File: src/hw/rtl/dlko_pkg.sv
`default_nettype none
// ----------------------------------------------------------------------------
// dlko_pkg: shared types and constants
// Status codes, percentage scaling constants and the control bundle of the
// rank counter.
// ----------------------------------------------------------------------------
package dlko_pkg;

    localparam int LEVEL_W   = 16;
    localparam int INDEX_W   = 6;
    localparam int KEPT_W    = 7;
    localparam int STATUS_W  = 2;
    localparam int PCT_CFG_W = 8;

    localparam int PCT_W = 7;
    localparam logic [PCT_W-1:0] PCT_FULL = 7'd100;

    // floor(x / 100) equals (x * 5243) >> 19 for every x below 43699.
    localparam int RECIP_W = 13;
    localparam logic [RECIP_W-1:0] RECIP_MUL = 13'd5243;
    localparam int RECIP_SHIFT = 19;

    localparam logic [STATUS_W-1:0] ST_OK       = 2'd0;
    localparam logic [STATUS_W-1:0] ST_TOO_FEW  = 2'd1;
    localparam logic [STATUS_W-1:0] ST_OVERFLOW = 2'd2;

    typedef struct packed {
        logic capture_ref;
        logic compare;
    } rank_ctrl_t;

endpackage
`default_nettype wire

File: src/hw/rtl/dlko_store.sv
`default_nettype none
// ----------------------------------------------------------------------------
// dlko_store: level memory
// One write port and one read port with registered read data.
// ----------------------------------------------------------------------------
module dlko_store #(
    parameter int DEPTH = 64,
    parameter int AW    = 6
) (
    input  wire logic                        aclk,
    input  wire logic                        wr_en,
    input  wire logic [AW-1:0]               wr_addr,
    input  wire logic [dlko_pkg::LEVEL_W-1:0] wr_data,
    input  wire logic [AW-1:0]               rd_addr,
    output logic      [dlko_pkg::LEVEL_W-1:0] rd_data
);

    logic [dlko_pkg::LEVEL_W-1:0] mem [DEPTH];

    always_ff @(posedge aclk) begin
        if (wr_en) begin
            mem[wr_addr] <= wr_data;
        end
    end

    always_ff @(posedge aclk) begin
        rd_data <= mem[rd_addr];
    end

endmodule
`default_nettype wire

File: src/hw/rtl/dlko_rank.sv
`default_nettype none
// ----------------------------------------------------------------------------
// dlko_rank: shared rank counter
// Holds the level under test and counts the stored levels that order below
// it, comparing by level and then by index, one level per cycle.
// ----------------------------------------------------------------------------
module dlko_rank #(
    parameter int IW = 6,
    parameter int CW = 7
) (
    input  wire logic                         aclk,
    input  wire dlko_pkg::rank_ctrl_t         ctrl,
    input  wire logic [dlko_pkg::LEVEL_W-1:0] rd_data,
    input  wire logic [IW-1:0]                ref_idx,
    input  wire logic [IW-1:0]                cmp_idx,
    output logic      [CW-1:0]                rank
);

    logic [dlko_pkg::LEVEL_W-1:0] ref_level_reg;
    logic [CW-1:0]                rank_reg;
    logic                         below;

    assign below = {rd_data, cmp_idx} < {ref_level_reg, ref_idx};
    assign rank  = rank_reg;

    always_ff @(posedge aclk) begin
        if (ctrl.capture_ref) begin
            ref_level_reg <= rd_data;
            rank_reg      <= '0;
        end else if (ctrl.compare && below) begin
            rank_reg <= rank_reg + CW'(1);
        end
    end

endmodule
`default_nettype wire

File: src/hw/rtl/drop_lowest_keep_order_unit.sv
`default_nettype none
// A level is taken whenever the unit is idle, the last level of a list included.
// After the last level, the unit forms the k product and then the quotient; each
// interior position is then ranked by a scan through the single memory read port,
// and the first and last positions and each kept interior one go out as results.
// Reset (synchronous, active low) empties the list and clears the percentage in pct_reg.
// ----------------------------------------------------------------------------
// drop_lowest_keep_order_unit: drops the lowest interior levels of a list
// Stores a list of levels, ranks each interior position against the others
// with one shared comparator, and sends out the kept indices in order.
// ----------------------------------------------------------------------------
module drop_lowest_keep_order_unit #(
    parameter int MAX_POSITIONS = 64
) (
    input  wire logic                            aclk,
    input  wire logic                            aresetn,
    input  wire logic                            cfg_wen,
    input  wire logic [dlko_pkg::PCT_CFG_W-1:0]  cfg_wdata,
    input  wire logic                            s_valid,
    output logic                                 s_ready,
    input  wire logic [dlko_pkg::LEVEL_W-1:0]    s_level,
    input  wire logic                            s_last_item,
    output logic                                 m_valid,
    input  wire logic                            m_ready,
    output logic      [dlko_pkg::INDEX_W-1:0]    m_position_index,
    output logic                                 m_last_result,
    output logic      [dlko_pkg::KEPT_W-1:0]     m_kept_count,
    output logic      [dlko_pkg::STATUS_W-1:0]   m_status
);

    localparam int IW = $clog2(MAX_POSITIONS);
    localparam int CW = $clog2(MAX_POSITIONS + 1);
    localparam int PW = dlko_pkg::PCT_W + CW;
    localparam int MW = PW + dlko_pkg::RECIP_W;

    typedef enum logic [8:0] {
        S_IDLE   = 9'b000000001,
        S_PROD   = 9'b000000010,
        S_DIV    = 9'b000000100,
        S_NEXT   = 9'b000001000,
        S_LATCH  = 9'b000010000,
        S_SCAN   = 9'b000100000,
        S_DRAIN  = 9'b001000000,
        S_DECIDE = 9'b010000000,
        S_EMIT   = 9'b100000000
    } state_t;

    state_t                          state_reg, state_next;
    logic [dlko_pkg::PCT_CFG_W-1:0]  pct_reg;
    logic [CW-1:0]                   count_reg, count_next;
    logic                            ovf_reg, ovf_next;
    logic [IW-1:0]                   i_reg, i_next;
    logic [IW-1:0]                   j_reg, j_next;
    logic [PW-1:0]                   prod_reg, prod_next;
    logic [CW-1:0]                   k_reg, k_next;
    logic                            cmp_valid_reg, cmp_valid_next;
    logic [IW-1:0]                   cmp_idx_reg, cmp_idx_next;

    logic [dlko_pkg::INDEX_W-1:0]    idx_reg, idx_next;
    logic                            last_reg, last_next;
    logic [dlko_pkg::KEPT_W-1:0]     kept_reg, kept_next;
    logic [dlko_pkg::STATUS_W-1:0]   status_reg, status_next;

    logic                            full;
    logic                            wr_en;
    logic [IW-1:0]                   rd_addr;
    logic [dlko_pkg::LEVEL_W-1:0]    rd_data;
    logic [CW-1:0]                   rank;
    logic [dlko_pkg::PCT_W-1:0]      pct_cap;
    logic [MW-1:0]                   quot_full;
    logic                            i_is_last;
    dlko_pkg::rank_ctrl_t            rank_ctrl;

    assign full      = (count_reg == CW'(MAX_POSITIONS));
    assign pct_cap   = (pct_reg > dlko_pkg::PCT_CFG_W'(dlko_pkg::PCT_FULL))
                       ? dlko_pkg::PCT_FULL : pct_reg[dlko_pkg::PCT_W-1:0];
    assign quot_full = (MW'(prod_reg) * MW'(dlko_pkg::RECIP_MUL)) >> dlko_pkg::RECIP_SHIFT;
    assign i_is_last = (CW'(i_reg) == count_reg - CW'(1));

    assign s_ready          = (state_reg == S_IDLE);
    assign m_valid          = (state_reg == S_EMIT);
    assign m_position_index = idx_reg;
    assign m_last_result    = last_reg;
    assign m_kept_count     = kept_reg;
    assign m_status         = status_reg;

    assign rank_ctrl.capture_ref = (state_reg == S_LATCH);
    assign rank_ctrl.compare     = cmp_valid_reg;

    always_comb begin
        state_next     = state_reg;
        count_next     = count_reg;
        ovf_next       = ovf_reg;
        i_next         = i_reg;
        j_next         = j_reg;
        prod_next      = prod_reg;
        k_next         = k_reg;
        cmp_valid_next = 1'b0;
        cmp_idx_next   = j_reg;
        idx_next       = idx_reg;
        last_next      = last_reg;
        kept_next      = kept_reg;
        status_next    = status_reg;
        wr_en          = 1'b0;
        rd_addr        = i_reg;

        unique case (state_reg)
            S_IDLE: begin
                if (s_valid) begin
                    wr_en      = !full;
                    count_next = full ? count_reg : count_reg + CW'(1);
                    ovf_next   = ovf_reg | full;
                    if (s_last_item) begin
                        if (count_next <= CW'(1)) begin
                            idx_next    = '0;
                            last_next   = 1'b1;
                            kept_next   = '0;
                            status_next = dlko_pkg::ST_TOO_FEW;
                            state_next  = S_EMIT;
                        end else begin
                            state_next = S_PROD;
                        end
                    end
                end
            end
            S_PROD: begin
                prod_next  = PW'(pct_cap) * PW'(count_reg - CW'(2));
                i_next     = '0;
                state_next = S_DIV;
            end
            S_DIV: begin
                k_next     = CW'(quot_full);
                state_next = S_NEXT;
            end
            S_NEXT: begin
                if (i_reg == '0 || i_is_last) begin
                    idx_next    = dlko_pkg::INDEX_W'(i_reg);
                    last_next   = i_is_last;
                    kept_next   = dlko_pkg::KEPT_W'(count_reg - k_reg);
                    status_next = ovf_reg ? dlko_pkg::ST_OVERFLOW : dlko_pkg::ST_OK;
                    state_next  = S_EMIT;
                end else begin
                    state_next = S_LATCH;
                end
            end
            S_LATCH: begin
                j_next     = IW'(1);
                state_next = S_SCAN;
            end
            S_SCAN: begin
                rd_addr        = j_reg;
                cmp_valid_next = 1'b1;
                cmp_idx_next   = j_reg;
                if (CW'(j_reg) == count_reg - CW'(2)) begin
                    state_next = S_DRAIN;
                end else begin
                    j_next = j_reg + IW'(1);
                end
            end
            S_DRAIN: begin
                state_next = S_DECIDE;
            end
            S_DECIDE: begin
                if (rank >= k_reg) begin
                    idx_next    = dlko_pkg::INDEX_W'(i_reg);
                    last_next   = 1'b0;
                    kept_next   = dlko_pkg::KEPT_W'(count_reg - k_reg);
                    status_next = ovf_reg ? dlko_pkg::ST_OVERFLOW : dlko_pkg::ST_OK;
                    state_next  = S_EMIT;
                end else begin
                    i_next     = i_reg + IW'(1);
                    state_next = S_NEXT;
                end
            end
            S_EMIT: begin
                if (m_ready) begin
                    if (last_reg) begin
                        count_next = '0;
                        ovf_next   = 1'b0;
                        state_next = S_IDLE;
                    end else begin
                        i_next     = i_reg + IW'(1);
                        state_next = S_NEXT;
                    end
                end
            end
            default: begin
                state_next = S_IDLE;
            end
        endcase
    end

    always_ff @(posedge aclk) begin
        if (!aresetn) begin
            state_reg     <= S_IDLE;
            count_reg     <= '0;
            ovf_reg       <= 1'b0;
            pct_reg       <= '0;
            cmp_valid_reg <= 1'b0;
        end else begin
            state_reg     <= state_next;
            count_reg     <= count_next;
            ovf_reg       <= ovf_next;
            cmp_valid_reg <= cmp_valid_next;
            if (cfg_wen) begin
                pct_reg <= cfg_wdata;
            end
        end
    end

    always_ff @(posedge aclk) begin
        i_reg       <= i_next;
        j_reg       <= j_next;
        prod_reg    <= prod_next;
        k_reg       <= k_next;
        cmp_idx_reg <= cmp_idx_next;
        idx_reg     <= idx_next;
        last_reg    <= last_next;
        kept_reg    <= kept_next;
        status_reg  <= status_next;
    end

    dlko_store #(
        .DEPTH (MAX_POSITIONS),
        .AW    (IW)
    ) u_store (
        .aclk    (aclk),
        .wr_en   (wr_en),
        .wr_addr (count_reg[IW-1:0]),
        .wr_data (s_level),
        .rd_addr (rd_addr),
        .rd_data (rd_data)
    );

    dlko_rank #(
        .IW (IW),
        .CW (CW)
    ) u_rank (
        .aclk    (aclk),
        .ctrl    (rank_ctrl),
        .rd_data (rd_data),
        .ref_idx (i_reg),
        .cmp_idx (cmp_idx_reg),
        .rank    (rank)
    );

endmodule
`default_nettype wire

File: config.mk
export PLATFORM = sky130hd
export DESIGN_NAME = drop_lowest_keep_order_unit
export DESIGN_NICKNAME = d
export VERILOG_FILES = /design/src/hw/rtl/dlko_pkg.sv /design/src/hw/rtl/dlko_store.sv /design/src/hw/rtl/dlko_rank.sv /design/src/hw/rtl/drop_lowest_keep_order_unit.sv
export SDC_FILE = /design/constraint.sdc
export NUM_CORES = 2
export LEC_CHECK = 0
export BUFFER_PORTS_ARGS = -buffer_cell sky130_fd_sc_hd__buf_4
export CORE_MARGIN = 8
export CORE_UTILIZATION = 35
export DETAILED_ROUTE_END_ITERATION = 12
export MAX_ROUTING_LAYER = met4
export SYNTH_ARGS = -nofsm -noshare
export SYNTH_HDL_FRONTEND = slang
export SYNTH_SLANG_ARGS = --single-unit
export TNS_END_PERCENT = 100
File: constraint.sdc
create_clock -name aclk -period 7.4 [get_ports aclk]
set_input_delay 2.22 -clock aclk [delete_from_list [all_inputs] [get_ports aclk]]
set_output_delay 2.22 -clock aclk [all_outputs]
set_load 0.1 [all_outputs]
# Word level (Yosys, flattened, before mapping)
# Memories as Yosys holds them, arrays and structs flattened. A register that Yosys moved wholly into a read port is not among the register bits.
# Index checks and enable logic that the tools add are counted.
[word_totals]
ff_bits = 104
mem_bits_rw = 1024
in_bits = 30
output_inout_bits = 18
mem_count = 1
[memory_table]
columns = ["memory", "words", "width", "read_ports", "rd_clocked_by_memory_dff", "write_ports", "line", "text"]
rows = [
  ["u_store.mem", 64, 16, 1, 1, 1, "dlko_store.sv:18", "logic [dlko_pkg::LEVEL_W-1:0] mem [DEPTH];"],
]
[classes]
n_addsub = 8
n_mul = 2
order_cmp = 4
n_eq_ne = 23
muxes = 56
bitwise_logic = 1
n_reduce_logical = 13
[ops]
columns = ["cell", "count"]
rows = [
  ["9-bit case mux with 9 select lines", 1],
  ["7-bit 2-to-1 mux", 10],
  ["9-bit 2-to-1 mux", 7],
  ["6-bit 2-to-1 mux", 10],
  ["6-bit case mux with 3 select lines", 2],
  ["14-bit by 13-bit multiplier with 26-bit output, second input constant", 1],
  ["22-bit less-than comparator", 1],
  ["7-bit case mux with 3 select lines", 1],
  ["7-bit by 1-bit adder with 7-bit output, second input constant", 2],
  ["6-bit by 7-bit == test with 1-bit output", 2],
  ["8-bit by 8-bit multiplier with 14-bit output", 1],
  ["2-bit != test, second input constant", 7],
  ["7-bit case mux with 2 select lines", 1],
  ["1-bit 2-to-1 mux", 13],
  ["6-bit by 1-bit adder with 6-bit output, second input constant", 2],
  ["2-bit 2-to-1 mux", 6],
  ["6-bit case mux with 2 select lines", 1],
  ["4-bit AND reduction", 3],
  ["9-bit by 1-bit == test with 1-bit output, second input constant", 1],
  ["9-bit by 2-bit == test with 1-bit output, second input constant", 1],
  ["9-bit by 3-bit == test with 1-bit output, second input constant", 1],
  ["9-bit by 4-bit == test with 1-bit output, second input constant", 1],
  ["9-bit by 5-bit == test with 1-bit output, second input constant", 1],
  ["9-bit by 6-bit == test with 1-bit output, second input constant", 1],
  ["25 further kinds", 30],
]

# Longest topological paths before layout
[logic_depth]
depth_word = 7
mapped_depth = 22
depth_no_buf = 22

# Modules after synthesis
# From an unflattened synthesis, not the netlist that was laid out.
[hier_totals]
cells_unflattened = 2941
area_unflattened_um2 = 50764.9
[by_module_without_submodules]
columns = ["module", "n_inst", "cells_each", "area_each_um2", "seq_area_each_um2"]
rows = [
  ["dlko_store", 1, 1829, 40042.2, 31069.8],
  ["drop_lowest_keep_order_unit", 1, 979, 9342.7, 2112.0],
  ["dlko_rank", 1, 133, 1380.1, 620.6],
]

# Least setup slack after synthesis
# OpenSTA, ideal clock, no wires.
[synth_timing]
kind = "register to output"
start = "register state_reg[5]"
end = "output port s_ready"
arrival_ns = 3.169
t_required_ns = 5.180
setup_slack_ns = 2.011
stages_incl_launch_ff = 4
path_cell_list = "dfxtp_1 -> nor3_1 -> nand3_1 -> nor3b_1"
[synth_between]
elab_chain_cells = 1
[synth_lines]
columns = ["item", "line", "text"]
rows = [
  ["start, declared", "drop_lowest_keep_order_unit.sv:48", "state_t state_reg, state_next;"],
  ["start signal, assigned", "drop_lowest_keep_order_unit.sv:201", "state_reg <= state_next;"],
  ["9-bit by 1-bit == test with 1-bit output", "drop_lowest_keep_order_unit.sv:80", "assign s_ready = (state_reg == S_IDLE);"],
  ["end, declared", "drop_lowest_keep_order_unit.sv:20", "output logic s_ready,"],
]
# No other way between the ends.

# Worst setup path after layout
[layout_timing]
start = "register count_reg[1]"
end = "register prod_reg[12] (data pin)"
[layout_between]
elab_chain_cells = 2
[layout_lines]
columns = ["item", "line", "text"]
rows = [
  ["start, declared", "drop_lowest_keep_order_unit.sv:50", "logic [CW-1:0] count_reg, count_next;"],
  ["start signal, assigned", "drop_lowest_keep_order_unit.sv:202", "count_reg <= count_next;"],
  ["7-bit by 2-bit subtractor with 8-bit output", "drop_lowest_keep_order_unit.sv:127", "prod_next = PW'(pct_cap) * PW'(count_reg - CW'(2));"],
  ["8-bit by 8-bit multiplier with 14-bit output", "drop_lowest_keep_order_unit.sv:127", ""],
  ["end signal, assigned", "drop_lowest_keep_order_unit.sv:214", "prod_reg <= prod_next;"],
  ["end, declared", "drop_lowest_keep_order_unit.sv:54", "logic [PW-1:0] prod_reg, prod_next;"],
]
# No other way between the ends.
# A chain may end at the register's enable or synchronous reset.

==> impl_metrics.env <==
export IMPL_tightest_slew_ps=1250
export IMPL_yosysWarningCount=0
export IMPL_insertion_delay_ps=700
export IMPL_synth_edff_count=1089
export IMPL_hold_buffers=0
export IMPL_synthTopCellsByArea="edfxtp_1 65%, mux2i_1 6.6%, ha_1 4.3%"
export IMPL_clk_pin_slew_ps=60
export IMPL_skew_ps=24.8
export IMPL_max_freq_mhz=173
export IMPL_path_class="register to register"
export IMPL_floorplan_initialDensity_pct=35.2
export IMPL_period_share_pct=78.0
export IMPL_fin_nets=3929
export IMPL_grt_overflow=0
export IMPL_num_io_pins=48
export IMPL_numCtsBuffers=115
export IMPL_clockBufferDepth=3
export IMPL_grt_setup_unrepaired="false"
export IMPL_slew_headroom_pct=16.1
export IMPL_syn_cell_area_um2=50500
export IMPL_worst_slack_ps=1630
export IMPL_syn_to_final_growth_pct=12.7
export IMPL_ys_ff_latch=1144
export IMPL_num_vias=29118
export IMPL_drc=0
export IMPL_synth_cells=3538
export IMPL_cp_start_kind="register"
export IMPL_ant_nets=0
export IMPL_post_cts_buffers=0
export IMPL_slew_viol_final=0
export IMPL_fp_dieW_um=396
export IMPL_num_rows=139
export IMPL_required_ps=7850
export IMPL_p_leak_nw=20.5
export IMPL_clock_sinks=1144
export IMPL_drtPass1Iterations=5
export IMPL_drt_wl_total_mm=124
export IMPL_grt_pass1_vias=28633
export IMPL_switchingPower_mw=4.17
export IMPL_die_area_um2=157000
export IMPL_cap_violations=0
export IMPL_power_frac_seq_pct=47.0
export IMPL_gp_congestion=0.825
export IMPL_grt_total_usage_pct=15.7
export IMPL_multiInputGateArea_um2=15100
export IMPL_p_int_mw=11.4
export IMPL_cts_resized=0
export IMPL_synth_top_area_share_pct=64.8
export IMPL_viasPerCell=5.17
export IMPL_setup_viol=0
export IMPL_clkPwrFrac_pct=36.1
export IMPL_wl_per_cell_um=22.0
export IMPL_final_setup_tns_ps=0
export IMPL_grt_max_degree=142
export IMPL_layout_drive_gt1_share_pct=8.80
export IMPL_hold_viol_final=0
export IMPL_hp_class="register to register"
export IMPL_io_buffers=47
export IMPL_switching_share_pct=26.8
export IMPL_r2r_setup_slack_ps=1630
export IMPL_htree_levels=3
export IMPL_fill_cells=13167
export IMPL_final_util_pct=39.7
export IMPL_largest_reg_flops=1024
export IMPL_synth_async_reset_ratio_pct=0
export IMPL_cellPowerDensity_nw_per_um2=274
export IMPL_cts_tree="built"
export IMPL_synthDistinctLibCells=69
export IMPL_finalCriticalPeriod_ps=5770
export IMPL_seqCellArea_um2=33800
export IMPL_core_area_um2=143000
export IMPL_run_status="complete, no violations"
export IMPL_arrival_ps=6220
export IMPL_stdcell_count=5633
export IMPL_dpl_hpwl_mm=75.7
export IMPL_synth_ff_type="edfxtp_1"
export IMPL_grt_pass1_wl_mm=185
export IMPL_synth_seq_area_share_pct=66.9
export IMPL_syn_nets=3836
export IMPL_first_iter_violations=2687
export IMPL_antenna_found_initial=4
export IMPL_cts_root_buf="clkbuf_16"
export IMPL_yosysTopAreaCell="edfxtp_1"
export IMPL_fp_dieH_um=396
export IMPL_critPathCaptureType="register"
export IMPL_ir_worst_vdd_uv=213
export IMPL_post_place_ws_ps=1620
export IMPL_post_place_cells=5417
export IMPL_combPwrFrac_pct=16.9
export IMPL_crit_path_max_fanout=15
export IMPL_avgSynthCellArea_um2=14.3
==> power groups by stage <==
| stage | clock, mW | sequential [mW] | combinational (mW) |
|---|---|---|---|
| after global routing | 5.98 | 7.33 | 2.94 |
| after detailed placement | 0 | 7.46 | 2.64 |
| after CTS | 5.73 | 7.32 | 2.66 |
| after floorplan | 0 | 7.51 | 1.77 |
| after global placement | 0 | 7.45 | 2.62 |
| final | 5.63 | 7.32 | 2.63 |
==> logic make-up (layout without fill, tap and decap cells) <==
logic type	count (synthesis)	after routing	share of synthesized area [%]
AO/OA/AOI/OAI	477	477	6.15
adder cells (fa/ha/maj)	268	268	8.04
AND/OR/NAND/NOR	882	882	7.94
multiplexers	336	336	6.70
XOR/XNOR	57	57	0.989
flip-flops	1144	1144	66.9
buffers and inverters	374	563	3.25
other	0	3	0
==> final timing paths <==
kind	startpoint	end	cells past startpoint
worst max register to register	count_reg[1]	prod_reg[12]	20
worst max-delay path	count_reg[1]	prod_reg[12]	20
worst min-delay path	u_store.rd_data[12]	u_rank.ref_level_reg[12]	0
worst min register to register	u_store.rd_data[12]	u_rank.ref_level_reg[12]	0
==> metal layers <==
layer	routed length [µm]	GRT usage, %
met4	2950	3.88
met5	0	-
met1	55900	21.6
met2	57800	24.6
met3	7300	2.42
==> layout make-up <==
class	count	area share, %
clock inverters	65	1.02
well taps	1903	4.18
diodes	3	0.0132
repair buffers	137	2.03
clock buffers	148	5.40
inverters	213	1.41
multi-input cells	2020	26.5
flip-flops and latches	1144	59.4
==> cells in the mapped netlist, types with 8 or more instances <==
cell and n:
a21o_1 18, a21oi_1 106, a32o_1 32, a32oi_1 32, and2_1 10, buf_2 64
buf_4 24, buf_6 9, clkbuf_1 60, dfxtp_1 55, edfxtp_1 1089, fa_1 94
ha_1 174, inv_1 211, mux2i_1 332, nand2_1 441, nand2b_1 13, nand3_1 85
nand4_1 59, nor2_1 158, nor2b_1 22, nor3_1 18, o21ai_0 86, o22ai_1 131
o31ai_1 10, o41ai_1 33, or2_2 8, or3_1 19, xnor2_1 39, xor2_1 18
==> cells in the final DEF, fill, tap and decap left out, types with 5 or more instances in the layout <==
cell type / instances
a21o_1: 18
a21oi_1: 106
a32o_1: 32
a32oi_1: 32
and2_1: 9
and3_1: 5
and4_1: 5
buf_12: 10
buf_4: 127
bufinv_16: 7
clkbuf_1: 29
clkbuf_16: 118
clkinv_1: 29
clkinv_2: 17
clkinvlp_4: 5
dfxtp_1: 55
edfxtp_1: 1089
fa_1: 94
ha_1: 174
inv_1: 211
mux2i_1: 332
nand2_1: 439
nand2b_1: 13
nand3_1: 85
nand3b_1: 7
nand4_1: 59
nor2_1: 158
nor2b_1: 22
nor3_1: 16
nor3b_1: 5
o21a_1: 5
o21ai_0: 86
o22ai_1: 131
o31ai_1: 6
o41ai_1: 33
or2_2: 8
or3_1: 19
xnor2_1: 39
xor2_1: 18
==> per-stage QoR <==
stage	hold slack (ps)	instance area (µm²)	power (mW)
final	443	56900	15.6
after global routing	461	56900	16.2
after CTS	444	56900	15.7
after detailed placement	427	53200	10.1
after global placement	428	53200	10.1
after floorplan	346	50500	9.28
==> critical path, cell delays in order, from the launching register on <==
cell and delay (ps):
dfxtp_1 720, inv_1 250, ha_1 350, nand2_1 120, xor2_1 580, or2_2 240
fa_1 400, fa_1 490, inv_1 50, fa_1 480, inv_1 50, fa_1 470
inv_1 40, ha_1 300, o21ai_0 120, a21boi_0 150, o21ai_0 170, nand2b_1 100
a21o_1 190, a21oi_1 170, xnor2_1 80
Power figures use the tool's default switching activity.
